`src/rtl/ysq_pkg.sv`:
```
// Types and codes shared by the YMODEM send sequencer modules.
`default_nettype none
package ysq_pkg;

  typedef struct packed {
    logic               kind;
    logic signed [11:0] write_length;
    logic [2:0]         response_code;
  } in_item_t;

  typedef struct packed {
    logic [2:0]  send_action;
    logic [7:0]  frame_block_number;
    logic        call_done;
    logic [2:0]  call_status;
    logic [10:0] done_length;
  } out_item_t;

  typedef enum logic [2:0] {
    PH_IDLE    = 3'd0,
    PH_HDR_C1  = 3'd1,
    PH_HDR_ACK = 3'd2,
    PH_HDR_C2  = 3'd3,
    PH_BLK_ACK = 3'd4,
    PH_EOT_ACK = 3'd5,
    PH_NUL_C   = 3'd6,
    PH_NUL_ACK = 3'd7
  } phase_t;

  typedef struct packed {
    phase_t     phase;
    logic       header_sent;
    logic [7:0] block_count;
  } core_status_t;

  localparam logic KIND_WRITE = 1'b0;

  localparam logic [2:0] ACT_NONE = 3'd0;
  localparam logic [2:0] ACT_SOH  = 3'd1;
  localparam logic [2:0] ACT_STX  = 3'd2;
  localparam logic [2:0] ACT_EOT  = 3'd3;
  localparam logic [2:0] ACT_CAN  = 3'd4;

  localparam logic [2:0] RSP_C    = 3'd0;
  localparam logic [2:0] RSP_ACK  = 3'd1;
  localparam logic [2:0] RSP_CAN  = 3'd3;
  localparam logic [2:0] RSP_TMO  = 3'd4;
  localparam logic [2:0] RSP_LINK = 3'd5;

  localparam logic [2:0] ST_OK       = 3'd0;
  localparam logic [2:0] ST_BAD_CALL = 3'd1;
  localparam logic [2:0] ST_CANCEL   = 3'd2;
  localparam logic [2:0] ST_TIMEOUT  = 3'd3;
  localparam logic [2:0] ST_LINK     = 3'd4;

  localparam logic       REG_DRIVER_OPEN  = 1'b0;
  localparam logic       REG_HEADER_LIMIT = 1'b1;
  localparam logic [10:0] HEADER_LIMIT_RESET = 11'd128;

endpackage
`default_nettype wire

```
`src/rtl/ysq_core.sv`:
```
// Protocol state registers and per-transaction next-state and result logic.
`default_nettype none
module ysq_core (
  input  wire logic             clk,
  input  wire logic             rst,
  input  wire logic             fire,
  input  wire ysq_pkg::in_item_t item,
  input  wire logic             driver_open,
  input  wire logic [10:0]      header_length_limit,
  output logic                  res_valid,
  output ysq_pkg::out_item_t    res,
  output ysq_pkg::core_status_t status
);
  import ysq_pkg::*;

  phase_t      phase, phase_next;
  logic        header_sent, header_sent_next;
  logic [7:0]  block_count, block_count_next;
  logic [10:0] pending_length, pending_length_next;

  always_ff @(posedge clk) begin
    if (rst) begin
      phase          <= PH_IDLE;
      header_sent    <= 1'b0;
      block_count    <= 8'd0;
      pending_length <= 11'd0;
    end else begin
      phase          <= phase_next;
      header_sent    <= header_sent_next;
      block_count    <= block_count_next;
      pending_length <= pending_length_next;
    end
  end

  always_comb begin
    logic [2:0] code;
    logic       end_seq;
    logic       early;
    code                = item.response_code;
    end_seq             = (phase == PH_EOT_ACK) || (phase == PH_NUL_C) || (phase == PH_NUL_ACK);
    early               = (phase == PH_HDR_C1) || (phase == PH_HDR_ACK);
    phase_next          = phase;
    header_sent_next    = header_sent;
    block_count_next    = block_count;
    pending_length_next = pending_length;
    res_valid           = 1'b0;
    res                 = '0;
    if (fire) begin
      if (item.kind == KIND_WRITE) begin
        if (phase == PH_IDLE) begin
          if (!driver_open || item.write_length[11]) begin
            res_valid       = 1'b1;
            res.call_done   = 1'b1;
            res.call_status = ST_BAD_CALL;
          end else if (item.write_length == 12'sd0) begin
            res_valid     = 1'b1;
            res.call_done = 1'b1;
          end else begin
            pending_length_next = item.write_length[10:0];
            if (!header_sent) begin
              phase_next = PH_HDR_C1;
            end else if (item.write_length[10:0] > header_length_limit) begin
              block_count_next       = block_count + 8'd1;
              phase_next             = PH_BLK_ACK;
              res_valid              = 1'b1;
              res.send_action        = ACT_STX;
              res.frame_block_number = block_count + 8'd1;
            end else begin
              phase_next      = PH_EOT_ACK;
              res_valid       = 1'b1;
              res.send_action = ACT_EOT;
            end
          end
        end
      end else if (phase != PH_IDLE) begin
        if (code inside {RSP_CAN, RSP_TMO, RSP_LINK}) begin
          if (code == RSP_CAN || code == RSP_TMO || early) begin
            header_sent_next = 1'b0;
            block_count_next = 8'd0;
          end
          if (end_seq) begin
            header_sent_next = 1'b0;
          end
          phase_next      = PH_IDLE;
          res_valid       = 1'b1;
          res.call_done   = 1'b1;
          res.send_action = (code == RSP_TMO) ? ACT_CAN : ACT_NONE;
          if (end_seq) begin
            res.done_length = pending_length;
          end else begin
            case (code)
              RSP_CAN: res.call_status = ST_CANCEL;
              RSP_TMO: res.call_status = ST_TIMEOUT;
              default: res.call_status = ST_LINK;
            endcase
          end
        end else begin
          case (phase)
            PH_HDR_C1, PH_NUL_C: begin
              if (code == RSP_C) begin
                block_count_next = 8'd0;
                phase_next       = (phase == PH_HDR_C1) ? PH_HDR_ACK : PH_NUL_ACK;
                res_valid        = 1'b1;
                res.send_action  = ACT_SOH;
              end
            end
            PH_HDR_ACK: begin
              if (code == RSP_ACK) begin
                phase_next = PH_HDR_C2;
              end else begin
                res_valid       = 1'b1;
                res.send_action = ACT_SOH;
              end
            end
            PH_HDR_C2: begin
              if (code == RSP_C) begin
                header_sent_next = 1'b1;
                phase_next       = PH_IDLE;
                res_valid        = 1'b1;
                res.call_done    = 1'b1;
                res.done_length  = pending_length;
              end
            end
            PH_BLK_ACK: begin
              res_valid = 1'b1;
              if (code == RSP_ACK) begin
                phase_next      = PH_IDLE;
                res.call_done   = 1'b1;
                res.done_length = pending_length;
              end else begin
                res.send_action        = ACT_STX;
                res.frame_block_number = block_count;
              end
            end
            PH_EOT_ACK: begin
              if (code == RSP_ACK) begin
                phase_next = PH_NUL_C;
              end else begin
                res_valid       = 1'b1;
                res.send_action = ACT_EOT;
              end
            end
            PH_NUL_ACK: begin
              res_valid = 1'b1;
              if (code == RSP_ACK) begin
                header_sent_next = 1'b0;
                phase_next       = PH_IDLE;
                res.call_done    = 1'b1;
                res.done_length  = pending_length;
              end else begin
                res.send_action = ACT_SOH;
              end
            end
            default: begin
            end
          endcase
        end
      end
    end
  end

  assign status = '{phase: phase, header_sent: header_sent, block_count: block_count};

endmodule
`default_nettype wire

```
`src/rtl/ysq_out_reg.sv`:
```
// Result register on the output channel.
`default_nettype none
module ysq_out_reg (
  input  wire logic              clk,
  input  wire logic              rst,
  input  wire logic              push,
  input  wire ysq_pkg::out_item_t push_item,
  output logic                   ready,
  output logic                   valid,
  input  wire logic              stall,
  output ysq_pkg::out_item_t     data
);
  import ysq_pkg::*;

  assign ready = !valid || !stall;

  always_ff @(posedge clk) begin
    if (rst) begin
      valid <= 1'b0;
    end else if (ready) begin
      valid <= push;
    end
  end

  always_ff @(posedge clk) begin
    if (ready && push) begin
      data <= push_item;
    end
  end

endmodule
`default_nettype wire

```
`src/rtl/ymodem_send_sequencer.sv`:
```
// YMODEM send sequencer: control path that orders frames and completes write calls.
//
// Input channel (in_valid/in_stall/in_data) carries one transaction per write
// request or classified receiver response. Output channel (out_valid/out_stall/
// out_data) carries zero or one result per input transaction, in order.
// Configuration (driver_open, header_length_limit) is written over the APB port
// at byte addresses 0 and 4; the user must write it only while the block is
// idle, which the block itself does not enforce. pready is always high.
// An accepted input goes to the input register; its result goes to the result
// register, from which it drives out_valid. Throughput: one input transaction
// per cycle while the output is not stalled, one state step per transaction.
// Reset: protocol phase idle, header flag and block number cleared, driver
// closed, header length limit 128; no output is pending.
// Stall: while the result register is full and stalled, one more input
// transaction is held in the input register; after that in_stall rises.
// A timeout result orders a CAN send action (ACT_CAN).
`default_nettype none
module ymodem_send_sequencer (
  input  wire logic              clk,
  input  wire logic              rst,
  input  wire logic              psel,
  input  wire logic              penable,
  input  wire logic              pwrite,
  input  wire logic [2:0]        paddr,
  input  wire logic [31:0]       pwdata,
  output logic [31:0]            prdata,
  output logic                   pready,
  input  wire logic              in_valid,
  output logic                   in_stall,
  input  wire ysq_pkg::in_item_t in_data,
  output logic                   out_valid,
  input  wire logic              out_stall,
  output ysq_pkg::out_item_t     out_data
);
  import ysq_pkg::*;

  logic         driver_open;
  logic [10:0]  header_length_limit;
  logic         s1_valid;
  in_item_t     s1_item;
  logic         out_ready;
  logic         fire;
  logic         res_valid;
  out_item_t    res;
  core_status_t status;

  assign pready = 1'b1;

  always_ff @(posedge clk) begin
    if (rst) begin
      driver_open         <= 1'b0;
      header_length_limit <= HEADER_LIMIT_RESET;
    end else if (psel && penable && pwrite) begin
      case (paddr[2])
        REG_DRIVER_OPEN:  driver_open         <= pwdata[0];
        REG_HEADER_LIMIT: header_length_limit <= pwdata[10:0];
        default: begin
        end
      endcase
    end
  end

  always_comb begin
    case (paddr[2])
      REG_DRIVER_OPEN:  prdata = {31'd0, driver_open};
      REG_HEADER_LIMIT: prdata = {21'd0, header_length_limit};
      default:          prdata = '0;
    endcase
  end

  assign fire     = s1_valid && out_ready;
  assign in_stall = s1_valid && !out_ready;

  always_ff @(posedge clk) begin
    if (rst) begin
      s1_valid <= 1'b0;
    end else if (in_valid && !in_stall) begin
      s1_valid <= 1'b1;
    end else if (fire) begin
      s1_valid <= 1'b0;
    end
  end

  always_ff @(posedge clk) begin
    if (in_valid && !in_stall) begin
      s1_item <= in_data;
    end
  end

  ysq_core u_core (
    .clk                 (clk),
    .rst                 (rst),
    .fire                (fire),
    .item                (s1_item),
    .driver_open         (driver_open),
    .header_length_limit (header_length_limit),
    .res_valid           (res_valid),
    .res                 (res),
    .status              (status)
  );

  ysq_out_reg u_out (
    .clk       (clk),
    .rst       (rst),
    .push      (fire && res_valid),
    .push_item (res),
    .ready     (out_ready),
    .valid     (out_valid),
    .stall     (out_stall),
    .data      (out_data)
  );

  a_reset_clears_out: assert property (@(posedge clk) rst |=> !out_valid)
    else $error("output valid after reset");

  a_stall_needs_full: assert property (@(posedge clk) disable iff (rst)
    in_stall |-> s1_valid && out_valid)
    else $error("input stalled with free stages");

  a_blk_only_stx: assert property (@(posedge clk) disable iff (rst)
    out_valid && (out_data.send_action != ACT_STX) |-> out_data.frame_block_number == 8'd0)
    else $error("block number on non-STX result");

  a_done_idle: assert property (@(posedge clk) disable iff (rst)
    fire && res_valid && res.call_done |=> status.phase == PH_IDLE)
    else $error("call completed but phase not idle");

  a_bad_call_idle: assert property (@(posedge clk) disable iff (rst)
    fire && res_valid && (res.call_status == ST_BAD_CALL) |-> status.phase == PH_IDLE)
    else $error("rejected call while busy");

endmodule
`default_nettype wire

```
`config.mk`:
```
export PLATFORM = sky130hd
export DESIGN_NAME = ymodem_send_sequencer
export DESIGN_NICKNAME = d
export VERILOG_FILES = /design/src/rtl/ysq_pkg.sv /design/src/rtl/ysq_core.sv /design/src/rtl/ysq_out_reg.sv /design/src/rtl/ymodem_send_sequencer.sv
export SDC_FILE = /design/constraint.sdc
export NUM_CORES = 1
export LEC_CHECK = 0
export BUFFER_PORTS_ARGS = -buffer_cell sky130_fd_sc_hd__buf_2
export CAP_MARGIN = 20
export CORE_MARGIN = 4
export CORE_UTILIZATION = 56
export CTS_CLUSTER_DIAMETER = 80
export DETAILED_ROUTE_END_ITERATION = 8
export GPL_TIMING_DRIVEN = 0
export PLACE_DENSITY_LB_ADDON = 0.2
export RECOVER_POWER = 50
export SYNTH_ARGS = -nofsm -noshare
export SYNTH_HDL_FRONTEND = slang
export SYNTH_SLANG_ARGS = --single-unit
```
`constraint.sdc`:
```
create_clock -name clk -period 9.97 [get_ports clk]
set_clock_uncertainty 0.1 [all_clocks]
set_input_delay 0 -clock clk [delete_from_list [all_inputs] [get_ports clk]]
set_output_delay 0 -clock clk [all_outputs]
set_load 0.01 [all_outputs]
```
# Yosys cells after proc, flatten, opt, wreduce, memory -nomap -nowiden
# Cells that the tools add are included.
classes:
  mux: 77
  addsub: 1
  magnitude_cmp: 1
  eq_ne: 26
  bitwise: 4
  n_reduce_logical: 41
op_table:
  columns: ["cell", "count"]
  rows:
  - ["two-way mux 8 bit", 14]
  - ["two-way mux 11 bit", 7]
  - ["case mux 32 bit (2 select lines)", 1]
  - ["two-way mux 3 bit", 17]
  - ["two-way mux 15 bit", 2]
  - ["two-way mux 1 bit", 26]
  - ["two-way mux 26 bit", 1]
  - ["case mux 11 bit (2 select lines)", 1]
  - ["== test 3 bit, second input constant", 6]
  - ["case mux 3 bit (5 select lines)", 1]
  - ["logical NOT 12 bit", 1]
  - ["!= test 4 x 2 -> 1 bit, second input constant", 3]
  - ["case mux 3 bit (4 select lines)", 1]
  - ["> comparator 11 bit", 1]
  - ["AND reduction 11 bit", 1]
  - ["two-way mux 10 bit", 1]
  - ["AND reduction 10 bit", 1]
  - ["== test 3 x 2 -> 1 bit, second input constant", 3]
  - ["!= test 3 x 1 -> 1 bit, second input constant", 3]
  - ["nonzero test 3 bit", 3]
  - ["adder 8 x 1 -> 8 bit, second input constant", 1]
  - ["!= test 4 bit, second input constant", 2]
  - ["nonzero test 2 bit", 4]
  - ["OR reduction 2 bit", 4]
  - ["other kinds (20)", 45]
totals:
  ff_bits: 79
  in_bits: 58
  elab_cells: 166

# Longest topological paths before layout
# Gate-level depths: netlist of run 1.
depth:
  depth_word: 9
  ltp_mapped: 8

# Modules after synthesis
# From an unflattened synthesis of run 1, not the netlist that was laid out.
unflattened:
  hier_cells: 424
  area_unflattened_um2: 4245.3
by_module_without_submodules:
  columns: ["mod", "seq_area_each_um2", "n_inst", "area_per_inst_um2", "cells_each"]
  rows:
  - ["ysq_core", 460.4, 1, 2093.3, 283]
  - ["ymodem_send_sequencer", 740.7, 1, 1332.5, 110]
  - ["ysq_out_reg", 800.8, 1, 819.5, 31]

# Least setup slack after synthesis of run 1
# OpenSTA, ideal clock, no wires.
synth_timing:
  path_kind: "reg2reg"
  from: "register s1_item[12] (netlist bit)"
  to: "register u_out.data[0] (netlist bit), enable pin"
  slack_ns: 6.146
  required_ns: 9.428
  t_arrival_ns: 3.282
  synth_period_minus_slack_ns: 3.824
  stages_incl_launch_ff: 6
  setup_time_ns: 0.442
  cell_sequence: "edfxtp_1 or4_1 o31a_1 buf_6 nor3b_1 nor3_1"
synth_between:
  elab_chain_len: 8
synth_rtl:
  columns: ["item", "line", "text"]
  rows:
  - ["start, declared", "ymodem_send_sequencer.sv:40", "in_item_t s1_item;"]
  - ["start signal, assigned", "ymodem_send_sequencer.sv:86", "s1_item <= in_data;"]
  - ["logical NOT 12 bit", "ysq_core.sv:55", "end else if (item.write_length == 12'sd0) begin"]
  - ["two-way mux 1 bit", "ysq_core.sv:55", null]
  - ["two-way mux 1 bit", "ysq_core.sv:51", "if (!driver_open || item.write_length[11]) begin"]
  - ["two-way mux 1 bit", "ysq_core.sv:50", "if (phase == PH_IDLE) begin"]
  - ["two-way mux 1 bit", "ysq_core.sv:49", "if (item.kind == KIND_WRITE) begin"]
  - ["two-way mux 1 bit", "ysq_core.sv:48", "if (fire) begin"]
  - ["logical AND 1 bit", "ymodem_send_sequencer.sv:105", ".push (fire && res_valid),"]
  - ["logical AND 1 bit", "ysq_out_reg.sv:26", "if (ready && push) begin"]
  - ["end signal, assigned", "ysq_out_reg.sv:27", "data <= push_item;"]
  - ["end, declared", "ysq_out_reg.sv:11", "output ysq_pkg::out_item_t data"]
# No other way between the ends.
# A chain may end at the register's enable or synchronous reset.

# Worst setup path in the final report of run 1
layout_timing:
  from: "register u_core.phase[2]"
  to: "register u_out.data[12] (netlist bit), enable pin"
layout_between:
  elab_chain_len: 9
layout_rtl:
  columns: ["item", "line", "text"]
  rows:
  - ["start, declared", "ysq_core.sv:16", "phase_t phase, phase_next;"]
  - ["start signal, assigned", "ysq_core.sv:28", "phase <= phase_next;"]
  - ["== test 3 x 2 -> 1 bit (tied with other cells)", "ysq_core.sv:98", "case (phase)"]
  - ["OR reduction 3 bit (no line) or OR reduction 2 bit (tied branches)", null, null]
  - ["case mux 1 bit (3 select lines)", "ysq_core.sv:98", null]
  - ["two-way mux 1 bit", "ysq_core.sv:76", "if (code inside {RSP_CAN, RSP_TMO, RSP_LINK}) begin"]
  - ["two-way mux 1 bit", "ysq_core.sv:75", "end else if (phase != PH_IDLE) begin"]
  - ["two-way mux 1 bit *", "ysq_core.sv:49", null]
  - ["two-way mux 1 bit *", "ysq_core.sv:48", null]
  - ["logical AND 1 bit *", "ymodem_send_sequencer.sv:105", null]
  - ["logical AND 1 bit *", "ysq_out_reg.sv:26", null]
# Mark *: on every way between the ends. The rest lies on a longest branch, timed or not.

==> results.yml, run 1 <==
die:
  die_y_um: 93.1
  dieArea_mm2: 0.00867
  io_pins: 119
  start_util: 0.588
  coreArea_mm2: 0.00691
  die-width_um: 93.1
  rows: 30
clock_network:
  clk_pin_slew_ns: 0.08
  cts_setup_buffers: 0
  h-tree-depth: 3
  root_buffer: "clkbuf_8"
  clockBufferDepth: 2
  cts_resized: 0
  clk_latency_ns: 0.36
  clock_sinks: 79
  cts_made_buffers: 9
  tritoncts: "built"
cells_and_area:
  num_antenna_cells: 0
  synthToLayoutAreaGrowth_pct: 27.8
  postLayoutCoreUtil: 0.751
  final_area_mm2: 0.00518
  post_route_cells_drive_above_1_share: 0.145
  fin_nets: 638
  fill_cells: 539
  final_cells: 669
yosys:
  synth_cell_type_count: 63
  yosysSeqAreaShare: 0.493
  async_flop_share: 0
  synth-edff-count: 42
  yosys_warnings: 0
  synthTopCellsByArea: "edfxtp_1 31%, dfxtp_1 18%, nor2_1 4.3%, buf_4 4.1%, nand2_1 3.9%"
  yosysMostFrequentCell: "nor2_1"
  synth_top_area_frac: 0.311
  synth_seq_cells: 79
  synth_ff_type: "edfxtp_1"
  synth_cells: 423
  synth_commonest_cells: "46 x nor2_1, 42 x edfxtp_1, 42 x nand2_1"
  synth_area_per_cell_um2: 9.59
  yosys.area.top_type: "edfxtp_1"
  syn-cell-area_mm2: 0.00406
timing:
  maxSlewViolCount: 0
  fin_setup_tns_ns: 0
  timing.hold.ws_ns: 0.210
  setup_ws_ns: 7.05
  min_period_over_period: 0.293
  maxSlewHeadroom: 0.376
  finalHoldViolCount: 0
  worst_slew_pin_slew_ns: 0.928
  fmax_mhz: 342
  finalSetupViolations: 0
  rsz0062_at_grt: "false"
  min_period_ns: 2.92
worst_setup_path:
  start_kind: "flip-flop"
  critPathMaxStageDelay_ns: 0.50
  path_common_cell: "clkbuf_1"
  worstSetupPathType: "reg -> reg"
  endpoint_kind: "flip-flop"
  cp_slowest_cell: "nor3_2"
  path_cells: "clkbuf_1, clkbuf_1, clkbuf_1, o22ai_1, a2bb2oi_1, a21oi_1, nor3_2, buf_6"
  crit_required_ns: 9.94
  worstPathArrival_ns: 2.89
  cp_max_fo: 14
placed_design:
  numPlacedInstances: 615
  hpwl_mm: 7.28
  pre_cts_ws_ns: 7.10
  dpl_cell_area_mm2: 0.00465
  portBuffers: 73
  place_congestion: 0.928
run_status:
  status: "finished, final reports clean"
route:
  ant_nets: 0
  drc_errors: 0
  post_drt_wl_per_cell_um: 16.2
  dr.pass1.iters: 4
  vias: 3654
  wl_mm: 10.8
  drt-initial-drc-count: 180
  vias_per_cell: 5.46
power_and_ir_drop:
  ir_worst_vdd_mv: 0.122
  p_leak_nw: 1.99
  p_per_area_mw_per_mm2: 130
  power_mw: 0.675
global_route:
  grt_max_degree: 15
  grt_pass1_vias: 3601
  antenna_found_initial: 1
  grtUsageTotal: 0.262
  grt-ovfl-total: 0
  grt_pass1_wl_mm: 17.6
worst_hold_path:
  hp-class: "in -> reg"
run:
  cap_viol_max_count: 0
==> routing by layer <==
layer / global-route usage / routed length [µm] / vias up
met5: 0 / 8 / -
met4: 0.131 / 405 / 2
met3: 0.0531 / 613 / 35
met2: 0.461 / 5460 / 144
met1: 0.302 / 4330 / 1703
li1: - / - / 1770
==> timing repair <==
| item | CTS | global route |
|---|---|---|
| hold endpoints to repair | 34 | 0 |
| endpoints found under the setup margin | 0 | 0 |
| hold buffers | 38 | 0 |
==> critical path: cells and delay by family, from the launching register on <==
kind	cells	cell delay (ns)
buffers and inverters	4	1.26
AND/OR/NAND/NOR	1	0.50
AO/OA/AOI/OAI	3	0.45
flip-flops	1	0.32
==> worst paths after layout <==
| kind | cells past startpoint | end | slack [ns] | from |
|---|---|---|---|---|
| max | 8 | u_out.data[12] | 7.05 | u_core.phase[2] |
| min | 4 | header_length_limit[5] | 0.21 | pwrite |
| max reg2reg | 8 | u_out.data[12] | 7.05 | u_core.phase[2] |
| min reg2reg | 2 | header_length_limit[5] | 0.36 | header_length_limit[5] |
==> sequential cells by signal (all words and copies together), names as in the netlist <==
name and cells:
u_out.data 26, u_core.phase 3, s1_valid 1, u_out.valid 1
header_length_limit 11, s1_item 16, u_core.pending_length 11, driver_open 1
u_core.header_sent 1, u_core.block_count 8
==> cells in the final DEF, fill, tap and decap left out, types with 8 or more instances in the layout <==
| cell | netlist | layout |
|---|---|---|
| clkbuf_1 | 17 | 59 |
| nor2_1 | 46 | 46 |
| nand2_1 | 42 | 42 |
| edfxtp_1 | 42 | 42 |
| dlygate4sd3_1 | 0 | 38 |
| dfxtp_1 | 37 | 37 |
| buf_2 | 1 | 34 |
| a21oi_1 | 29 | 29 |
| buf_4 | 22 | 22 |
| conb_1 | 2 | 22 |
| inv_1 | 20 | 20 |
| mux2i_1 | 14 | 14 |
| o21ai_0 | 12 | 12 |
| ha_1 | 12 | 12 |
| nand3_1 | 11 | 11 |
| and2_1 | 11 | 11 |
| clkbuf_8 | 0 | 10 |
| nor3_1 | 9 | 8 |
==> kinds of logic after synthesis <==
group	count (synthesis)	synth area share
AO/OA/AOI/OAI	89	0.146
XOR/XNOR	6	0.0130
adder cells (fa/ha/maj)	12	0.0370
buffers and inverters	63	0.0826
flip-flops	79	0.493
multiplexers	15	0.0373
other	2	0.00185
AND/OR/NAND/NOR	157	0.188
==> report_power, final <==
group / internal [mW] / switching [mW] / total, mW
Sequential: 0.349 / 0.00520 / 0.354
Clock: 0.125 / 0.125 / 0.250
Combinational: 0.0322 / 0.0385 / 0.0707
==> final cells by class <==
cell class | instances | area, µm² | share of cell area
inverter | 20 | 75.1 | 0.0145
tap | 96 | 120 | 0.0232
sequential | 79 | 2000 | 0.386
buffer | 43 | 260 | 0.0502
clock buffer | 11 | 141 | 0.0273
multi-input combinational | 301 | 1800 | 0.347
timing repair buffer | 114 | 722 | 0.139
clock inverter | 5 | 63.8 | 0.0123
Power figures use the tool's default switching activity.
==> inputs of run 2 (changes only) <==
- CORE_UTILIZATION: 56 -> 52
- clock period: 9.97 -> 3 ns (I/O delays scaled with it)
==> results.yml, run 2 (synthesis results as in run 1) <==
run_status:
  status: "finished, final reports clean"
cells_and_area:
  final_common_cell: "clkbuf_1"
  mostFrequentLayoutCells: "58 x clkbuf_1, 46 x nor2_1, 42 x nand2_1, 42 x edfxtp_1"
  num_antenna_cells: 0
  post_route_cells_drive_above_1_share: 0.147
  regMostFlops: "u_out.data"
  largest_register_ffs: 26
  reg_top3: "u_out.data: 26 flops, s1_item: 16 flops"
  synthToLayoutAreaGrowth_pct: 28.1
  fill_cells: 589
  final_cells: 671
  fin_nets: 637
  final_area_mm2: 0.00520
placed_design:
  hpwl_mm: 7.21
  dpl_cell_area_mm2: 0.00467
  place_congestion: 0.908
  pre_cts_ws_ns: -0.0166
  portBuffers: 73
  numPlacedInstances: 617
timing:
  min_period_over_period: 0.944
  fin_setup_tns_ns: 0
  finalHoldViolCount: 0
  maxSlewHeadroom: 0.429
  maxSlewViolCount: 0
  finalSetupViolations: 0
  fmax_mhz: 353
  rsz0062_at_grt: "false"
  worst_slew_pin_slew_ns: 0.851
  min_period_ns: 2.83
  setup_ws_ns: 0.169
global_route:
  grt-ovfl-total: 0
  grtUsageTotal: 0.234
  grt_max_degree: 18
  antenna_found_initial: 0
  grt_pass1_vias: 3423
  grt_pass1_wl_mm: 16.6
power_and_ir_drop:
  power_mw: 2.19
  p_leak_nw: 1.98
  ir_worst_vdd_mv: 0.316
  p_per_area_mw_per_mm2: 422
clock_network:
  tritoncts: "built"
  clockBufferDepth: 2
  cts_made_buffers: 9
  root_buffer: "clkbuf_8"
  clk_pin_slew_ns: 0.09
  clk_latency_ns: 0.35
  h-tree-depth: 3
  clock_sinks: 79
route:
  dr.pass1.iters: 5
  drt-initial-drc-count: 191
  vias: 3647
  drc_errors: 0
  ant_nets: 0
  wl_mm: 10.5
  post_drt_wl_per_cell_um: 15.6
  vias_per_cell: 5.44
die:
  die_y_um: 96.3
  io_pins: 119
  die-width_um: 96.3
  rows: 31
  start_util: 0.548
  coreArea_mm2: 0.00741
  dieArea_mm2: 0.00928
worst_setup_path:
  worstPathArrival_ns: 3.02
  r2r_cells: 7
  cp_max_fo: 10
  start_kind: "flip-flop"
  worstSetupPathType: "reg -> reg"
  endpoint_kind: "flip-flop"
  crit_required_ns: 3.19
worst_hold_path:
  holdPathStages: 4
  hp-class: "in -> reg"
run:
  cap_viol_max_count: 0
run 2: what timing repair did:
action,4_1_cts,5_1_grt
gates cloned,0,0
setup buffers,0,1
endpoints found under the setup margin,17,20
gates resized for setup,0,2
hold endpoints to repair,32,0
hold buffers,37,0
pin swaps,1,1
run 2: final timing paths:
path / from / endpoint / slack (ns)
min: pwrite / header_length_limit[4] / 0.23
max reg2reg: s1_item[12] / u_out.valid / 0.17
min reg2reg: header_length_limit[2] / header_length_limit[2] / 0.36
max: s1_item[12] / u_out.valid / 0.17
run 2: through the flow:
step | hold WS [ns] | util
final | 0.226 | 0.702
after detailed placement | 0.0781 | 0.630
after global placement | 0.0760 | 0.625
after global routing | 0.251 | 0.702
after floorplan | -0.00113 | -
after CTS | 0.215 | 0.707
run 2: metal layers:
metal / share of wire / track usage
met3: 0.066 / 0.0493
met5: 0 / 0
met1: 0.39 / 0.285
met4: 0.021 / 0.0864
met2: 0.52 / 0.406
run 2: worst max-delay path, stage by stage, from the launching register on:
cell	delay [ns]
edfxtp_1	0.46
or4_1	0.55
o31a_1	0.33
buf_6	0.15
nor3b_1	0.17
or3_1	0.33
o22ai_1	0.11
dlygate4sd3_1	0.56
run 2: power by group:
| group | internal (mW) | total [mW] | switching, mW |
|---|---|---|---|
| Sequential | 1.16 | 1.18 | 0.0179 |
| Clock | 0.362 | 0.780 | 0.418 |
| Combinational | 0.108 | 0.234 | 0.126 |
run 2: area by class of cell:
type	count	area (µm²)	area share
inverters	20	75.1	0.0144
plain buffers	43	260	0.0501
multi-input cells	301	1810	0.349
well taps	99	124	0.0238
clock inverters	6	50.0	0.00963
flip-flops and latches	79	2000	0.385
clock buffers	10	149	0.0286
repair buffers	113	724	0.139
==> inputs of run 3 (changes only) <==
- PLACE_DENSITY_LB_ADDON: 0.2 -> 0.1
- clock period: 3 -> 3.15 ns (I/O delays scaled with it)
==> results.yml, run 3 (synthesis results as in run 1) <==
timing:
  min_period_ns: 2.85
  min_period_over_period: 0.904
  finalHoldViolCount: 0
  fmax_mhz: 351
  maxSlewViolCount: 17
  finalSetupViolations: 0
  rsz0062_at_grt: "false"
  maxSlewHeadroom: -0.0677
  worst_slew_pin_slew_ns: 1.60
cells_and_area:
  final_cells: 672
  largest_register_ffs: 26
  synthToLayoutAreaGrowth_pct: 27.5
  regMostFlops: "u_out.data"
  post_route_cells_drive_above_1_share: 0.145
  fill_cells: 582
  num_antenna_cells: 0
  reg_top3: "u_out.data: 26 flops, s1_item: 16 flops"
  mostFrequentLayoutCells: "59 x clkbuf_1, 46 x nor2_1, 42 x nand2_1, 42 x edfxtp_1, 38 x dlygate4sd3_1"
  final_common_cell: "clkbuf_1"
  fin_nets: 638
placed_design:
  hpwl_mm: 7.29
  numPlacedInstances: 616
  place_congestion: 0.936
  portBuffers: 73
power_and_ir_drop:
  ir_worst_vdd_mv: 0.231
  power_mw: 2.00
  p_per_area_mw_per_mm2: 386
  p_leak_nw: 1.98
clock_network:
  clk_latency_ns: 0.35
  root_buffer: "clkbuf_8"
  clock_sinks: 79
  clk_pin_slew_ns: 0.08
  tritoncts: "built"
  clockBufferDepth: 2
  cts_made_buffers: 9
  h-tree-depth: 3
route:
  vias: 3632
  wl_mm: 10.4
  drt-initial-drc-count: 142
  dr.pass1.iters: 4
  post_drt_wl_per_cell_um: 15.4
  drc_errors: 0
  ant_nets: 0
  vias_per_cell: 5.40
worst_setup_path:
  worstSetupPathType: "reg -> reg"
  cp_slowest_cell: "nor3_1"
  path_cells: "clkbuf_1, nor3_1, o21ai_1, or3_1, o22ai_1, dlygate4sd3_1"
  cp_top_family: "simple AND/OR/NAND/NOR gates"
  endpoint_kind: "flip-flop"
  cp_max_fo: 10
  crit_required_ns: 3.33
  worstPathArrival_ns: 3.03
  critPathMaxStageDelay_ns: 0.65
  start_kind: "flip-flop"
  path_buf_inv: 2
worst_hold_path:
  hp-class: "in -> reg"
run_status:
  status: "complete, but fails checks"
  failed_checks: "max-capacitance violations, max-slew violations"
die:
  io_pins: 119
  coreArea_mm2: 0.00741
  rows: 31
  die_y_um: 96.3
  die-width_um: 96.3
  dieArea_mm2: 0.00928
  start_util: 0.548
global_route:
  antenna_found_initial: 0
  grt_max_degree: 18
  grt_pass1_vias: 3440
  grtUsageTotal: 0.235
  grt_pass1_wl_mm: 16.7
  grt-ovfl-total: 0
run:
  cap_viol_max_count: 1
-- run 3: layer usage --
layer,vias up,track usage,part of all wire
met5,-,0,0
met2,162,0.384,0.46
met1,1689,0.312,0.44
met4,0,0.0724,0.017
li1,1762,-,-
met3,19,0.0524,0.081
-- run 3: power breakdown --
part | internal [mW] | switching (mW)
registers | 1.10 | 0.0168
clock network | 0.287 | 0.363
logic | 0.104 | 0.122
-- run 3: layout make-up --
| cell class | instances | area [µm²] | share of cell area |
|---|---|---|---|
| multi-input combinational | 301 | 1810 | 0.349 |
| inverter | 20 | 75.1 | 0.0145 |
| sequential | 79 | 2000 | 0.387 |
| clock buffer | 11 | 131 | 0.0254 |
| timing repair buffer | 114 | 738 | 0.143 |
| clock inverter | 5 | 35.0 | 0.00677 |
| tap | 99 | 124 | 0.0239 |
| buffer | 43 | 260 | 0.0503 |
-- run 3: what timing repair did --
item                                    4_1_cts  5_1_grt
setup buffers                                 0        2
endpoints found under the hold margin        32        0
gates resized for setup                       0        0
endpoints found under the setup margin        0       17
hold buffers                                 38        0
-- run 3: worst register-to-register path, delay by kind of cell (launching register included) --
kind / cells / cell delay [ns]
buffers and inverters: 2 / 0.73
flip-flops: 1 / 0.31
AND/OR/NAND/NOR: 2 / 1.11
AO/OA/AOI/OAI: 2 / 0.55
-- run 3: worst paths after layout --
| kind | from | to | slack [ns] | depth (start not counted) |
|---|---|---|---|---|
| worst min register to register | header_length_limit[4] | header_length_limit[4] | 0.36 | 2 |
| worst max register to register | u_core.phase[1] | u_out.valid | 0.30 | 6 |
| worst min-delay path | pwrite | header_length_limit[4] | 0.20 | 4 |
| worst max-delay path | u_core.phase[1] | u_out.valid | 0.30 | 6 |
-- run 3: metrics by stage --
step / util / setup TNS [ns] / hold WS [ns] / setup WS [ns] / area, µm²
global route: 0.698 / 0 / 0.235 / 0.00112 / 5170
global placement: 0.625 / -21.63 / 0.0777 / -0.834 / 4630
detailed placement: 0.629 / 0 / 0.0781 / 0.0947 / 4660
CTS: 0.703 / 0 / 0.185 / 0.0756 / 5210
finish: 0.698 / 0 / 0.198 / 0.302 / 5170
floorplan: - / 0 / -0.00113 / 0.123 / 4140
